### src/design/sfd_pkg.sv
// ----------------------------------------------------------------------------
// sfd_pkg
// Shared types and constants for the serial frame deframer.
// ----------------------------------------------------------------------------
package sfd_pkg;

    // Width of the configuration address bus (three 32-bit registers).
    localparam int ADDR_W = 4;

    // Register indexes, taken from paddr[3:2].
    localparam logic [1:0] REG_SYNC_VALUE   = 2'd0;
    localparam logic [1:0] REG_EXPECTED_ID  = 2'd1;
    localparam logic [1:0] REG_LENGTH_LIMIT = 2'd2;

    // Register reset values.
    localparam logic [7:0] SYNC_RESET  = 8'hAA;
    localparam logic [7:0] ID_RESET    = 8'h00;
    localparam logic [7:0] LIMIT_RESET = 8'd250;

    // Number of result words, four bytes each.
    localparam int NUM_WORDS = 4;

    // Payload position within a group of four that feeds the checksum.
    localparam logic [1:0] SUM_LANE = 2'd2;

    // Parser phases.
    typedef enum logic [2:0] {
        PH_SYNC  = 3'd0,
        PH_ID    = 3'd1,
        PH_LEN   = 3'd2,
        PH_DATA  = 3'd3,
        PH_CHECK = 3'd4
    } phase_t;

    // Configuration values handed to the parser.
    typedef struct packed {
        logic [7:0] sync_value;
        logic [7:0] expected_id;
        logic [7:0] length_limit;
    } sfd_cfg_t;

    // One result item.
    typedef struct packed {
        logic                         frame_good;
        logic [NUM_WORDS-1:0][31:0]   words;
    } sfd_result_t;

endpackage

### src/design/sfd_regs.sv
// ----------------------------------------------------------------------------
// sfd_regs
// APB-style configuration registers: sync value, expected ID, length limit.
// ----------------------------------------------------------------------------
module sfd_regs (
    input  logic                       aclk,
    input  logic                       aresetn,
    input  logic                       psel,
    input  logic                       penable,
    input  logic                       pwrite,
    input  logic [sfd_pkg::ADDR_W-1:0] paddr,
    input  logic [31:0]                pwdata,
    output logic [31:0]                prdata,
    output logic                       pready,
    output sfd_pkg::sfd_cfg_t          cfg
);
    import sfd_pkg::*;

    logic [7:0] sync_reg;
    logic [7:0] id_reg;
    logic [7:0] limit_reg;
    logic       wr_en;
    logic [1:0] reg_idx;

    assign pready  = 1'b1;
    assign wr_en   = psel && penable && pwrite;
    assign reg_idx = paddr[3:2];

    // Register writes; addresses past the list are ignored.
    always_ff @(posedge aclk) begin
        if (!aresetn) begin
            sync_reg  <= SYNC_RESET;
            id_reg    <= ID_RESET;
            limit_reg <= LIMIT_RESET;
        end else if (wr_en) begin
            case (reg_idx)
                REG_SYNC_VALUE:   sync_reg  <= pwdata[7:0];
                REG_EXPECTED_ID:  id_reg    <= pwdata[7:0];
                REG_LENGTH_LIMIT: limit_reg <= pwdata[7:0];
                default: ;
            endcase
        end
    end

    // Read decode.
    always_comb begin
        unique case (reg_idx)
            REG_SYNC_VALUE:   prdata = {24'd0, sync_reg};
            REG_EXPECTED_ID:  prdata = {24'd0, id_reg};
            REG_LENGTH_LIMIT: prdata = {24'd0, limit_reg};
            default:          prdata = 32'd0;
        endcase
    end

    assign cfg.sync_value   = sync_reg;
    assign cfg.expected_id  = id_reg;
    assign cfg.length_limit = limit_reg;

endmodule

### src/design/sfd_parser.sv
// ----------------------------------------------------------------------------
// sfd_parser
// Frame state machine, running checksum and payload byte store.
// ----------------------------------------------------------------------------
module sfd_parser #(
    parameter int STORED_BYTES = 16
) (
    input  logic                 aclk,
    input  logic                 aresetn,
    input  logic                 step,
    input  logic [7:0]           rx_byte,
    input  sfd_pkg::sfd_cfg_t    cfg,
    output logic                 result_valid,
    output sfd_pkg::sfd_result_t result
);
    import sfd_pkg::*;

    localparam int IDX_W = $clog2(STORED_BYTES);
    localparam logic [7:0] STORE_DEPTH = 8'(STORED_BYTES);

    phase_t     phase_reg, phase_next;
    logic [7:0] left_reg, left_next;
    logic [7:0] pos_reg, pos_next;
    logic [7:0] sum_reg, sum_next;
    logic [7:0] store_reg [STORED_BYTES];
    logic       store_we;
    logic [7:0] left_dec;

    assign left_dec = left_reg - 8'd1;

    // Next phase.
    always_comb begin
        phase_next = phase_reg;
        unique case (phase_reg)
            PH_SYNC:  if (rx_byte == cfg.sync_value) phase_next = PH_ID;
            PH_ID:    phase_next = (rx_byte == cfg.expected_id) ? PH_LEN : PH_SYNC;
            PH_LEN: begin
                if (rx_byte < cfg.length_limit) begin
                    phase_next = (rx_byte == 8'd0) ? PH_CHECK : PH_DATA;
                end else begin
                    phase_next = PH_SYNC;
                end
            end
            PH_DATA:  if (left_dec == 8'd0) phase_next = PH_CHECK;
            PH_CHECK: phase_next = PH_SYNC;
            default:  phase_next = PH_SYNC;
        endcase
    end

    // Counters, checksum, store write and result flag.
    always_comb begin
        left_next    = left_reg;
        pos_next     = pos_reg;
        sum_next     = sum_reg;
        store_we     = 1'b0;
        result_valid = 1'b0;
        unique case (phase_reg)
            PH_SYNC: begin
                if (rx_byte == cfg.sync_value) sum_next = rx_byte;
            end
            PH_ID: begin
                sum_next = sum_reg + rx_byte;
            end
            PH_LEN: begin
                if (rx_byte < cfg.length_limit) begin
                    left_next = rx_byte;
                    pos_next  = 8'd0;
                    sum_next  = sum_reg + rx_byte;
                end
            end
            PH_DATA: begin
                store_we  = (pos_reg < STORE_DEPTH);
                if (pos_reg[1:0] == SUM_LANE) sum_next = sum_reg + rx_byte;
                pos_next  = pos_reg + 8'd1;
                left_next = left_dec;
            end
            PH_CHECK: begin
                result_valid = step;
                sum_next     = 8'd0;
            end
            default: ;
        endcase
    end

    // State registers advance only when an item is processed.
    always_ff @(posedge aclk) begin
        if (!aresetn) begin
            phase_reg <= PH_SYNC;
            left_reg  <= 8'd0;
            pos_reg   <= 8'd0;
            sum_reg   <= 8'd0;
        end else if (step) begin
            phase_reg <= phase_next;
            left_reg  <= left_next;
            pos_reg   <= pos_next;
            sum_reg   <= sum_next;
        end
    end

    // Payload store, cleared at reset.
    always_ff @(posedge aclk) begin
        if (!aresetn) begin
            for (int i = 0; i < STORED_BYTES; i++) store_reg[i] <= 8'd0;
        end else if (step && store_we) begin
            store_reg[pos_reg[IDX_W-1:0]] <= rx_byte;
        end
    end

    // Result words; bytes past the store read as zero.
    always_comb begin
        result.frame_good = (rx_byte == sum_reg);
        result.words      = '0;
        for (int w = 0; w < NUM_WORDS; w++) begin
            for (int j = 0; j < 4; j++) begin
                if (w * 4 + j < STORED_BYTES) begin
                    result.words[w][j*8 +: 8] = store_reg[w * 4 + j];
                end
            end
        end
    end

endmodule

### src/design/serial_frame_deframer_top.sv
// ----------------------------------------------------------------------------
// serial_frame_deframer_top
// Serial frame deframer: sync, ID, length, payload and checksum parsing.
// ----------------------------------------------------------------------------
// Usage:
//   Received bytes enter on the s_ channel (s_valid, s_ready, s_rx_byte), one
//   item per byte. A frame is a sync byte, an ID byte, a length byte, the
//   payload and a checksum byte. When the checksum byte has been parsed, one
//   result item leaves on the m_ channel carrying m_frame_good and the first
//   sixteen payload bytes as four little-endian words.
//   Each byte is captured in an input register and parsed by the frame state
//   machine once the output register can take a result. The result of a
//   checksum byte is registered in the output register, which drives m_valid.
//   One byte is taken every cycle while the output is not stalled; the state
//   machine updates phase, counters and checksum per byte, which sets the rate.
//   When the receiver stalls, the result waits in the output register and the
//   input register still takes one more byte; non-result bytes keep flowing
//   only while no result is pending behind a stalled output.
//   Synchronous reset (aresetn low) returns to sync hunt, clears the checksum,
//   the counters and the payload store, empties both registers and restores
//   the configuration defaults. The user must write the configuration over
//   the APB port only while the block is idle; the block does not enforce it.
// ----------------------------------------------------------------------------
module serial_frame_deframer_top #(
    parameter int STORED_BYTES = 16
) (
    input  logic                       aclk,
    input  logic                       aresetn,
    input  logic                       psel,
    input  logic                       penable,
    input  logic                       pwrite,
    input  logic [sfd_pkg::ADDR_W-1:0] paddr,
    input  logic [31:0]                pwdata,
    output logic [31:0]                prdata,
    output logic                       pready,
    input  logic                       s_valid,
    output logic                       s_ready,
    input  logic [7:0]                 s_rx_byte,
    output logic                       m_valid,
    input  logic                       m_ready,
    output logic                       m_frame_good,
    output logic [31:0]                m_word_one,
    output logic [31:0]                m_word_two,
    output logic [31:0]                m_word_three,
    output logic [31:0]                m_word_four
);
    import sfd_pkg::*;

    sfd_cfg_t    cfg;
    sfd_result_t result;
    logic        result_valid;
    logic        in_valid_reg;
    logic [7:0]  in_byte_reg;
    logic        out_valid_reg;
    sfd_result_t out_reg;
    logic        advance;

    // Configuration registers.
    sfd_regs u_regs (
        .aclk    (aclk),
        .aresetn (aresetn),
        .psel    (psel),
        .penable (penable),
        .pwrite  (pwrite),
        .paddr   (paddr),
        .pwdata  (pwdata),
        .prdata  (prdata),
        .pready  (pready),
        .cfg     (cfg)
    );

    // The held byte is parsed whenever the output register can take a result.
    assign advance = in_valid_reg && (!out_valid_reg || m_ready);
    assign s_ready = !in_valid_reg || advance;

    // Input register.
    always_ff @(posedge aclk) begin
        if (!aresetn) begin
            in_valid_reg <= 1'b0;
        end else if (s_ready) begin
            in_valid_reg <= s_valid;
        end
    end

    always_ff @(posedge aclk) begin
        if (s_valid && s_ready) begin
            in_byte_reg <= s_rx_byte;
        end
    end

    // Frame parser.
    sfd_parser #(
        .STORED_BYTES (STORED_BYTES)
    ) u_parser (
        .aclk         (aclk),
        .aresetn      (aresetn),
        .step         (advance),
        .rx_byte      (in_byte_reg),
        .cfg          (cfg),
        .result_valid (result_valid),
        .result       (result)
    );

    // Output register.
    always_ff @(posedge aclk) begin
        if (!aresetn) begin
            out_valid_reg <= 1'b0;
        end else if (result_valid) begin
            out_valid_reg <= 1'b1;
        end else if (m_ready) begin
            out_valid_reg <= 1'b0;
        end
    end

    always_ff @(posedge aclk) begin
        if (result_valid) begin
            out_reg <= result;
        end
    end

    assign m_valid      = out_valid_reg;
    assign m_frame_good = out_reg.frame_good;
    assign m_word_one   = out_reg.words[0];
    assign m_word_two   = out_reg.words[1];
    assign m_word_three = out_reg.words[2];
    assign m_word_four  = out_reg.words[3];

endmodule

### config.mk
export PLATFORM = sky130hd
export DESIGN_NAME = serial_frame_deframer_top
export DESIGN_NICKNAME = d
export VERILOG_FILES = /design/src/design/sfd_pkg.sv /design/src/design/sfd_regs.sv /design/src/design/sfd_parser.sv /design/src/design/serial_frame_deframer_top.sv
export SDC_FILE = /design/constraint.sdc
export NUM_CORES = 1
export LEC_CHECK = 0
export ABC_AREA = 1
export BUFFER_PORTS_ARGS = -buffer_cell sky130_fd_sc_hd__buf_4
export CORE_MARGIN = 3
export CORE_UTILIZATION = 29
export DETAILED_ROUTE_END_ITERATION = 12
export SLEW_MARGIN = 20
export SYNTH_ARGS = -nofsm -noshare
export SYNTH_HDL_FRONTEND = slang
export SYNTH_SLANG_ARGS = --single-unit
### constraint.sdc
create_clock -name aclk -period 16.4 [get_ports aclk]
set_clock_uncertainty 0.15 [all_clocks]
set_input_delay 4.1 -clock aclk [delete_from_list [all_inputs] [get_ports aclk]]
set_output_delay 4.1 -clock aclk [all_outputs]
set_load 0.03 [all_outputs]
After elaboration in Yosys (flattened, before gate mapping)

Memories as Yosys holds them, arrays and structs flattened. A register that Yosys moved wholly into a read port is not among the register bits.
Cells that the tools add are included.
Widths: inputs -> output; s select.

Equality and inequality tests: 14
$add $sub $neg: 3
Reductions and logical operators: 23
Muxes and demuxes: 26
$lt $le $gt $ge: 2

Operator list:

| operator            | number |
|---|---|
| $mux 8              | 6 |
| $pmux 8 s5          | 1 |
| $pmux 8 s2          | 2 |
| $eq 8x8->1          | 3 |
| $pmux 8 s3          | 1 |
| $logic_not 8->1     | 2 |
| $mux 3              | 4 |
| $pmux 3 s4          | 1 |
| $mux 1              | 9 |
| $add 8x1->8 const B | 1 |
| $add 8x8->8         | 1 |
| $lt 8x5->1 const B  | 1 |
| $lt 8x8->1          | 1 |
| $ne 2x1->1 const B  | 4 |
| $reduce_or 8->1     | 1 |
| $sub 8x1->8 const B | 1 |
| $eq 3x2->1 const B  | 2 |
| $reduce_and 2->1    | 3 |
| $reduce_and 3->1    | 2 |
| $logic_and 1x1->1   | 5 |
| $reduce_and 5->1    | 1 |
| $reduce_bool 5->1   | 1 |
| $eq 2x2->1 const B  | 2 |
| $mux 4              | 1 |
| other kinds (9)     | 12 |

Memories: 1
Word-level logic and storage cells: 80
Bits in registers: 62
Input port bits: 51
Output and inout bits: 164
Bits in writable memories: 128

Memories:

| memory             | words | bits a word | read ports | clocked after Yosys merged registers in | wr ports | RTL line         | RTL |
|---|---|---|---|---|---|---|---|
| u_parser.store_reg | 16    | 8           | 16         | 16                                      | 16       | sfd_parser.sv:25 | `logic [7:0] store_reg [STORED_BYTES];` |

Logic depth before layout (Yosys ltp)

Depth in word-level cells: 9
Depth in mapped cells: 14
Depth with buffers taken out: 14

Modules after synthesis

A second synthesis with hierarchy kept.

Cell total of the unflattened synthesis: 1,053
Area, all modules: 12,689.7 µm²

Modules (own cells, without submodules):

| module                    | area an instance (µm²) | times used | cells an instance |
|---|---|---|---|
| sfd_parser                | 7,126.8                | 1          | 704 |
| serial_frame_deframer_top | 4,207.8                | 1          | 149 |
| sfd_regs                  | 1,355.0                | 1          | 200 |

Worst setup path before layout

Ideal clock, no wire load.

Kind: in2reg
From: input m_ready
To: register out_reg, in the netlist m_frame_good, enable pin
Setup time: 0.779 ns
Stages on the path: 4
Slack: 2.423 ns
Arrival time: 13.049 ns
Cell sequence: inv_1 -> nand2_1 -> nand2_1 -> nor3_1

Cells in the longest elaborated chain, start to end: 3

Ends and longest elaborated chain:

| what                   | RTL line                         | RTL |
|---|---|---|
| start, declared        | serial_frame_deframer_top.sv:40  | `input logic m_ready,` |
| $logic_or 1x1->1       | serial_frame_deframer_top.sv:73  | `assign advance = in_valid_reg && (!out_valid_reg \|\| m_ready);` |
| $logic_and 1x1->1      | serial_frame_deframer_top.sv:73  |  |
| $mux 1                 | sfd_parser.sv:57                 | `unique case (phase_reg)` |
| named net result_valid | serial_frame_deframer_top.sv:51  | `logic result_valid;` |
| end signal, assigned   | serial_frame_deframer_top.sv:117 | `out_reg <= result;` |
| end, declared          | serial_frame_deframer_top.sv:55  | `sfd_result_t out_reg;` |

The timed path passes the listed nets, and every way through them passes these cells.
A chain may end at the register's enable or synchronous reset.

Worst setup path after layout

From: input paddr[2] (netlist name)
To: output prdata[3]

Cells in the longest elaborated chain, start to end: 2

Ends and longest elaborated chain:

| what                                     | RTL line                        | RTL |
|---|---|---|
| start, declared                          | serial_frame_deframer_top.sv:32 | `input logic [sfd_pkg::ADDR_W-1:0] paddr,` |
| $eq 2x2->1, or another cell as far along | sfd_regs.sv:47                  | `unique case (reg_idx)` |
| $pmux 8 s3 *                             | sfd_regs.sv:47                  |  |
| end, declared                            | serial_frame_deframer_top.sv:34 | `output logic [31:0] prdata,` |

Mark *: on every way between the ends. The rest lies on a longest branch, timed or not.

==> results_dict.tcl <==
set metrics [dict create \
    synth_top_area_share_pct 64.2 \
    synth_top_area_cell "edfxtp_1" \
    period_minus_slack_ns 9.40 \
    met2_length_um 13800 \
    postSynthCellCount 1011 \
    cp-start-kind "input port" \
    power.density_mw_per_mm2 112 \
    fin_crit_sh_pct 57.3 \
    cp.arrival_ns 5.15 \
    cts_htree_levels 2 \
    grt_overflow 0 \
    ctsHoldBuffers 0 \
    dieArea_mm2 0.0453 \
    ys_async_sr_fraction_pct 0 \
    min_path_cells 0 \
    synth-edff-count 265 \
    peakVddDrop_mv 0.0543 \
    maxCapViolations 0 \
    insertion_delay_ns 0.54 \
    clk_pin_slew_worst_paths_ns 0.06 \
    yosysWarnings 0 \
    seqCellArea_mm2 0.00902 \
    drv_slew 0 \
    cts_tree "done" \
    ys_top_cells_by_count "265 x edfxtp_1, 199 x nor2_1, 147 x nand2_1" \
    worstPathMaxFanout 6 \
    dp_slack_ns 6.98 \
    vias 7706 \
    wl_met1_um 12400 \
    dieWidth_um 213 \
    wirelength_um 28700 \
    fin_ws_ns 7.00 \
    rows 75 \
    setup_tns_ns 0 \
    ys_seq_elements 318 \
    end_kind "output port" \
    synthFlopType "edfxtp_1" \
    synth_cell_types 39 \
    largest_register_ffs 128 \
    drt-initial-drc-count 502 \
    synth.most_common_cell "edfxtp_1" \
    cts_resized 0 \
    crit_type "input port to output port" \
    cts_made_buffers 36 \
    drc 0 \
    multi_input_area_mm2 0.00286 \
    setup_viol 0 \
    hold_class "flip-flop to flip-flop" \
    portBuffers 163 \
    cts_max_path_buffers 3 \
    numClockSinks 318 \
    dr_wl_met3_um 1720 \
    yosys-top-cells-area "edfxtp_1 64%, dfxtp_1 8.6%, nor2_1 6.0%, nand2_1 4.5%, inv_1 2.2%" \
    gp_congestion 0.831 \
    wire_per_inst_um 16.4 \
    core_area_mm2 0.0420 \
    rsz0062_at_grt "false" \
    grt_pass1_wl_um 42300 \
    initial_core_util_pct 29.5 \
    io_pins 215 \
    ff2ff_path_depth 5 \
    ant_nets 0 \
    viasPerCell 4.39 \
    cts_setup_buffers 0 \
    fmax_ghz 0.106 \
    grt_max_degree 70 \
    dp_hpwl_um 18400 \
    first_global_vias 7237 \
    drtPass1Iterations 5 \
    top_layer "met4" \
    postSynthAreaPerCell_um2 12.3 \
    cp.required_ns 12.15 \
    seq_area_frac_synth_pct 72.8 \
    diodes 0 \
    die_h_um 213 \
    clockRootBuffer "clkbuf_16" \
    max_slew_margin_pct 26.8 \
    nFillCells 4072 \
    grtUsageTotal_pct 12.4 \
    syn_area_mm2 0.0124 \
    nets 1261 \
    report.final.hold_viol_count 0 \
    tightest_slew_ns 1.09 \
    syn_to_final_growth_pct 23.0 \
    antenna_found_initial 0 \
    leakagePower_nw 5.97 \
    run_status "complete, no violations" \
    drive_above_1_share_pct 21.0 \
]
==> power by group <==
group	switching [W]	internal [W]	total, W
registers	0.00000818	0.000887	0.000896
clock network	0.000328	0.000428	0.000756
logic	0.0000469	0.0000145	0.0000614
total	0.000383	0.00133	0.00171
==> metrics by stage <==
stage / power (W) / area (um^2) / hold slack [ns] / utilization [%] / std cells
2_1_floorplan: 0.000953 / 12500 / 0.250 / - / 1034
3_3_place_gp: 0.000974 / 14100 / 0.252 / 33.6 / 1690
3_5_place_dp: 0.000975 / 14100 / 0.255 / 33.6 / 1690
4_1_cts: 0.00174 / 15200 / 0.264 / 36.3 / 1755
5_1_grt: 0.00178 / 15200 / 0.269 / 36.3 / 1755
6_report: 0.00171 / 15200 / 0.256 / 36.3 / 1755
==> per-layer routing <==
layer / GRT usage (%) / vias up
li1: - / 3752
met1: 15.9 / 3651
met2: 20.7 / 251
met3: 2.60 / 52
met4: 4.75 / 0
met5: 0 / -
==> worst paths after layout <==
kind | from | endpoint | slack [ns]
max | paddr[2] | prdata[3] | 7.00
min reg2reg | u_parser.store_reg[2][3] | m_word_one[19] | 0.26
max reg2reg | u_parser.phase_reg[0] | m_word_three[20] | 13.51
min | u_parser.store_reg[2][3] | m_word_one[19] | 0.26
==> cell families after synthesis <==
logic type	Yosys count	share of synthesized area, %
DFF	318	72.8
AOI/OAI and AO/OA	100	4.57
adders and majority gates	21	2.18
and+or+nand+nor	423	14.5
other	2	0.0606
xor gates and xnor gates	15	1.06
buffers and inverters	132	4.88
==> layout by cell type (no fill, tap or decap), types with 2 or more instances in the layout <==
master | Yosys | layout
clkbuf_16 | 0 | 36
or2_2 | 3 | 3
clkinv_4 | 0 | 2
nor2_4 | 5 | 5
dfxtp_1 | 53 | 53
nand4_1 | 11 | 11
o21a_1 | 2 | 2
o221ai_1 | 8 | 8
xor2_1 | 9 | 9
nand3_1 | 23 | 23
clkinv_1 | 6 | 10
nand2_2 | 18 | 18
nor3_1 | 7 | 6
xnor2_1 | 6 | 6
ha_1 | 20 | 20
clkinv_2 | 0 | 4
clkinv_8 | 0 | 4
o211ai_1 | 9 | 9
clkbuf_1 | 18 | 8
a21oi_1 | 36 | 36
edfxtp_1 | 265 | 265
nor4_1 | 3 | 3
clkinvlp_4 | 0 | 5
nand2_1 | 147 | 147
o21ai_0 | 41 | 41
inv_1 | 73 | 73
inv_2 | 3 | 3
conb_1 | 2 | 25
buf_4 | 28 | 167
nor2_1 | 199 | 199
==> worst max-delay path, stage by stage <==
cell,delay [ns]
buf_4,0.12
nor2_1,0.30
inv_1,0.21
o221ai_1,0.22
buf_4,0.21
==> area by class of cell <==
type / count / area share, %
Clock buffer: 44 / 6.11
Multi-Input combinational cell: 584 / 18.8
Inverter: 82 / 2.02
Tap cell: 539 / 4.42
Timing Repair Buffer: 167 / 8.23
Clock inverter: 21 / 1.27
Sequential cell: 318 / 59.2
(Power assumes the default switching activity.)
